**config.mk**
```make
export PLATFORM = sky130hd
export DESIGN_NAME = rdtt_box_walk
export DESIGN_NICKNAME = d
export VERILOG_FILES = /design/src/rtl/rdtt_box_walk.sv
export SDC_FILE = /design/constraint.sdc
export NUM_CORES = 1
export LEC_CHECK = 0
export BUFFER_PORTS_ARGS = -buffer_cell sky130_fd_sc_hd__buf_2
export CORE_ASPECT_RATIO = 1.4
export CORE_MARGIN = 5
export CORE_UTILIZATION = 53
export DETAILED_ROUTE_END_ITERATION = 8
export PLACE_DENSITY = 0.8
export SYNTH_ARGS = -nofsm -noshare
export SYNTH_HDL_FRONTEND = slang
export SYNTH_SLANG_ARGS = --single-unit
export TNS_END_PERCENT = 10
```
**constraint.sdc**
```tcl
create_clock -name i_clk -period 5 [get_ports i_clk]
set_clock_uncertainty 0.2 [all_clocks]
set_input_delay 0.25 -clock i_clk [delete_from_list [all_inputs] [get_ports i_clk]]
set_output_delay 0.25 -clock i_clk [all_outputs]
set_load 0.01 [all_outputs]
```
**src/rtl/rdtt_box_walk.sv**
```systemverilog
module rdtt_box_walk #(
    parameter int REGIONS = 16,
    localparam int RB = (REGIONS > 1) ? $clog2(REGIONS) : 1,
    localparam int AW = (REGIONS > 1) ? $clog2(REGIONS * REGIONS * REGIONS) : 1
) (
    input  logic                 i_clk,
    input  logic                 i_rst_n,
    input  logic                 i_start,
    input  logic [2:0][RB-1:0]   i_lo,
    input  logic [2:0][RB-1:0]   i_hi,
    output logic                 o_busy,
    output logic [AW-1:0]        o_addr
);

    localparam int RR = REGIONS * REGIONS;

    logic               r_busy, n_busy;
    logic [2:0][RB-1:0] r_lo, r_hi;
    logic [RB-1:0]      r_x, r_y, r_z;
    logic [RB-1:0]      n_x, n_y, n_z;

    // Advance x, then y, then z; drop busy after the last corner
    always_comb begin
        n_busy = r_busy;
        n_x    = r_x;
        n_y    = r_y;
        n_z    = r_z;
        if (r_busy) begin
            if (r_x != r_hi[0]) begin
                n_x = r_x + RB'(1);
            end else begin
                n_x = r_lo[0];
                if (r_y != r_hi[1]) begin
                    n_y = r_y + RB'(1);
                end else begin
                    n_y = r_lo[1];
                    if (r_z != r_hi[2]) begin
                        n_z = r_z + RB'(1);
                    end else begin
                        n_busy = 1'b0;
                    end
                end
            end
        end
    end

    always_ff @(posedge i_clk) begin
        if (!i_rst_n) begin
            r_busy <= 1'b0;
        end else if (i_start) begin
            r_busy <= 1'b1;
        end else begin
            r_busy <= n_busy;
        end
    end

    always_ff @(posedge i_clk) begin
        if (i_start) begin
            r_lo <= i_lo;
            r_hi <= i_hi;
            r_x  <= i_lo[0];
            r_y  <= i_lo[1];
            r_z  <= i_lo[2];
        end else begin
            r_x <= n_x;
            r_y <= n_y;
            r_z <= n_z;
        end
    end

    assign o_busy = r_busy;
    assign o_addr = AW'(r_x) + AW'(AW'(r_y) * AW'(REGIONS)) + AW'(AW'(r_z) * AW'(RR));

endmodule

```
==> results.toml <==
[run_status]
status = "complete, no violations"

[logic_synthesis]
ys_top_cells_by_count = "edfxtp_1 (32), xor2_1 (11), nand2_1 (10)"
synth_top_family_by_area = "XOR/XNOR gates"
ys_seq_elements = 33
synth_xor_area_share_pct = 10.59
ys_warn_count = 0
yosysMostFrequentCell = "edfxtp_1"
synthFlopType = "edfxtp_1"
avgSynthCellArea_sq_um = 14.74
ys_types = 22
syn-cell-area_sq_um = 1489
synth_cells = 101
synth_simple_gate_area_share_pct = 8.739
synth_edf_count = 32
ys_seq_area_share_pct = 65.88
synth_top_area_cell = "edfxtp_1"
yosys.area.top_type_share_pct = 64.54
synthMuxAreaShare_pct = 4.790
yosys-top-cells-area = "edfxtp_1 (65%), xor2_1 (6.5%), xnor2_1 (4.1%)"
synthArstFlopShare_pct = 0
synth_compound_area_share_pct = 6.218
yosys.area_share.adder_pct = 2.521
synth_nets = 131

[layout]
syn2layout_area_growth_pct = 33.45
fin_area_sq_um = 1987
nets = 196
fillers = 185
drive_gt1_share_pct = 29.94
fin_util_pct = 74.41
antennaDiodeCount = 0

[clock_tree]
cts.sinks = 33
hold_buffers = 22
cts-root-buf = "clkbuf_4"
cts_resized = 0
clk_pin_slew_ns = 0.09
cts_tree = "done"
post_cts_buffers = 0
ctsHtreeMaxLevel = 2
cts_inserted_buffers = 5
clk_latency_ns = 0.33
cts_buffer_depth = 2

[route]
drt_iter0_markers = 27
vias_per_cell = 4.941
drc_errors = 0
ant_nets = 0
vias = 1003
first_pass_iters = 4
wl_mm = 2.730
post_drt_wl_per_cell_microns = 13.45

[grt]
grt_antenna_before_repair = 0
overflow = 0
grt_max_degree = 50
grt_first_pass_wirelength_mm = 4.367
grt_pass1_vias = 1004
track_usage_pct = 15.89

[setup_path]
cp-start-kind = "flop"
cp_max_fo = 8
crit_type = "reg -> reg"
crit_required_ns = 4.85
end_kind = "flop"
worstPathArrival_ns = 1.91
r2r_slack_ns = 2.94

[power]
max-vdd-ir-drop_v = 0.0002319
switching_share_pct = 26.00
p_leak_nw = 0.7799
pwr-share-comb_pct = 18.7
power_switching_mw = 0.1581
powerDensity_nw_per_um2 = 305.9
p_int_mw = 0.4498
seq_power_share_pct = 58.3
power.share.clock_pct = 22.9

[timing]
tns_ns = 0
finalHoldViolations = 0
slew_violations = 0
rsz0062_at_grt = "false"
fin_crit_ns = 2.064
tightest_slew_ns = 0.8384
setup_ws_ns = 2.936
slew_headroom_pct = 44.10
timing.fmax_ghz = 0.4845
finalSetupViolations = 0
timing.final.crit_share_pct = 41.28

[die]
die_h_microns = 72.72
die_area_sq_um = 3984
rows = 22
die-width_microns = 54.80
initial_core_util_pct = 55.76
core_sq_um = 2670
ios = 40

[placement]
io_buffers = 39
hpwl_mm = 1.843
dpl_cell_area_sq_um = 1718
gp_congestion = 0.7702
dp_slack_ns = 2.926

[worst_hold_path]
hp-class = "in -> reg"

[run]
maxCapViolations = 0
-- layout by cell type (no fill, tap or decap), types with 3 or more instances in the layout --
| master | Yosys | layout |
|---|---|---|
| o21ai_1 | 3 | 3 |
| buf_2 | 0 | 39 |
| mux2i_1 | 6 | 6 |
| edfxtp_1 | 32 | 32 |
| ha_1 | 3 | 3 |
| o21ai_0 | 6 | 6 |
| clkbuf_1 | 3 | 3 |
| nand3_1 | 3 | 3 |
| xor2_1 | 11 | 11 |
| clkbuf_4 | 0 | 5 |
| dlygate4sd3_1 | 0 | 22 |
| nand2_1 | 10 | 10 |
| xnor2_1 | 7 | 7 |
-- routing by layer --
layer	track usage, %	part of all wire (%)	vias to the layer above
met3	6.748	7.0	7
met5	0	0	-
li1	-	-	506
met1	17.57	39	460
met4	8.310	2.5	0
met2	25.13	52	30
-- cell type report --
class / count / area (sq um) / share of cell area (%)
sequential: 33 / 980.9 / 49.37
multi-input combinational: 63 / 489.2 / 24.62
timing repair buffer: 61 / 415.4 / 20.91
clock buffer: 8 / 48.80 / 2.456
tap: 36 / 45.04 / 2.267
inverter: 2 / 7.507 / 0.3778
-- stage by stage --
stage / hold slack, ns / power (mW) / cells
after CTS: 0.007519 / 0.6138 / 203
final: 0.005400 / 0.6079 / 203
after global routing: 0.005997 / 0.6402 / 203
after floorplan: 0.1489 / 0.4243 / 101
after global placement: 0.2262 / 0.4593 / 173
after detailed placement: 0.2281 / 0.4636 / 173
-- worst max-delay path, cell delays in order (launching register included) --
cell,delay [ns]
edfxtp_1,0.47
xor2_1,0.22
nor4_4,0.55
a41o_2,0.35
-- cell families after synthesis --
kind of cell	count (synthesis)
XOR/XNOR	18
AO/OA/AOI/OAI	14
AND/OR/NAND/NOR	21
flip-flops	33
multiplexers	7
buffers and inverters	5
adder cells (fa/ha/maj)	3
-- worst paths after layout --
path | start | to | depth (start not counted)
worst max register to register | r_x[0] | r_z[3] | 3
worst max-delay path | r_x[0] | r_z[3] | 3
worst min register to register | r_lo[1] | r_x[1] | 2
worst min-delay path | i_lo[10] | r_z[2] | 3
-- power by group through the flow --
stage | combinational, mW | clock [mW] | sequential, mW
6_report | 0.114 | 0.139 | 0.355
5_1_grt | 0.125 | 0.157 | 0.358
2_1_floorplan | 0.0612 | 0 | 0.363
3_3_place_gp | 0.0992 | 0 | 0.360
4_1_cts | 0.116 | 0.143 | 0.355
3_5_place_dp | 0.102 | 0 | 0.362
-- state kept, by name, indices dropped and copies added (netlist names) --
register / count
r_lo: 8
r_x: 4
r_y: 4
r_z: 4
r_hi: 12
o_busy: 1
No activity file was read; power rests on OpenSTA's default activity.
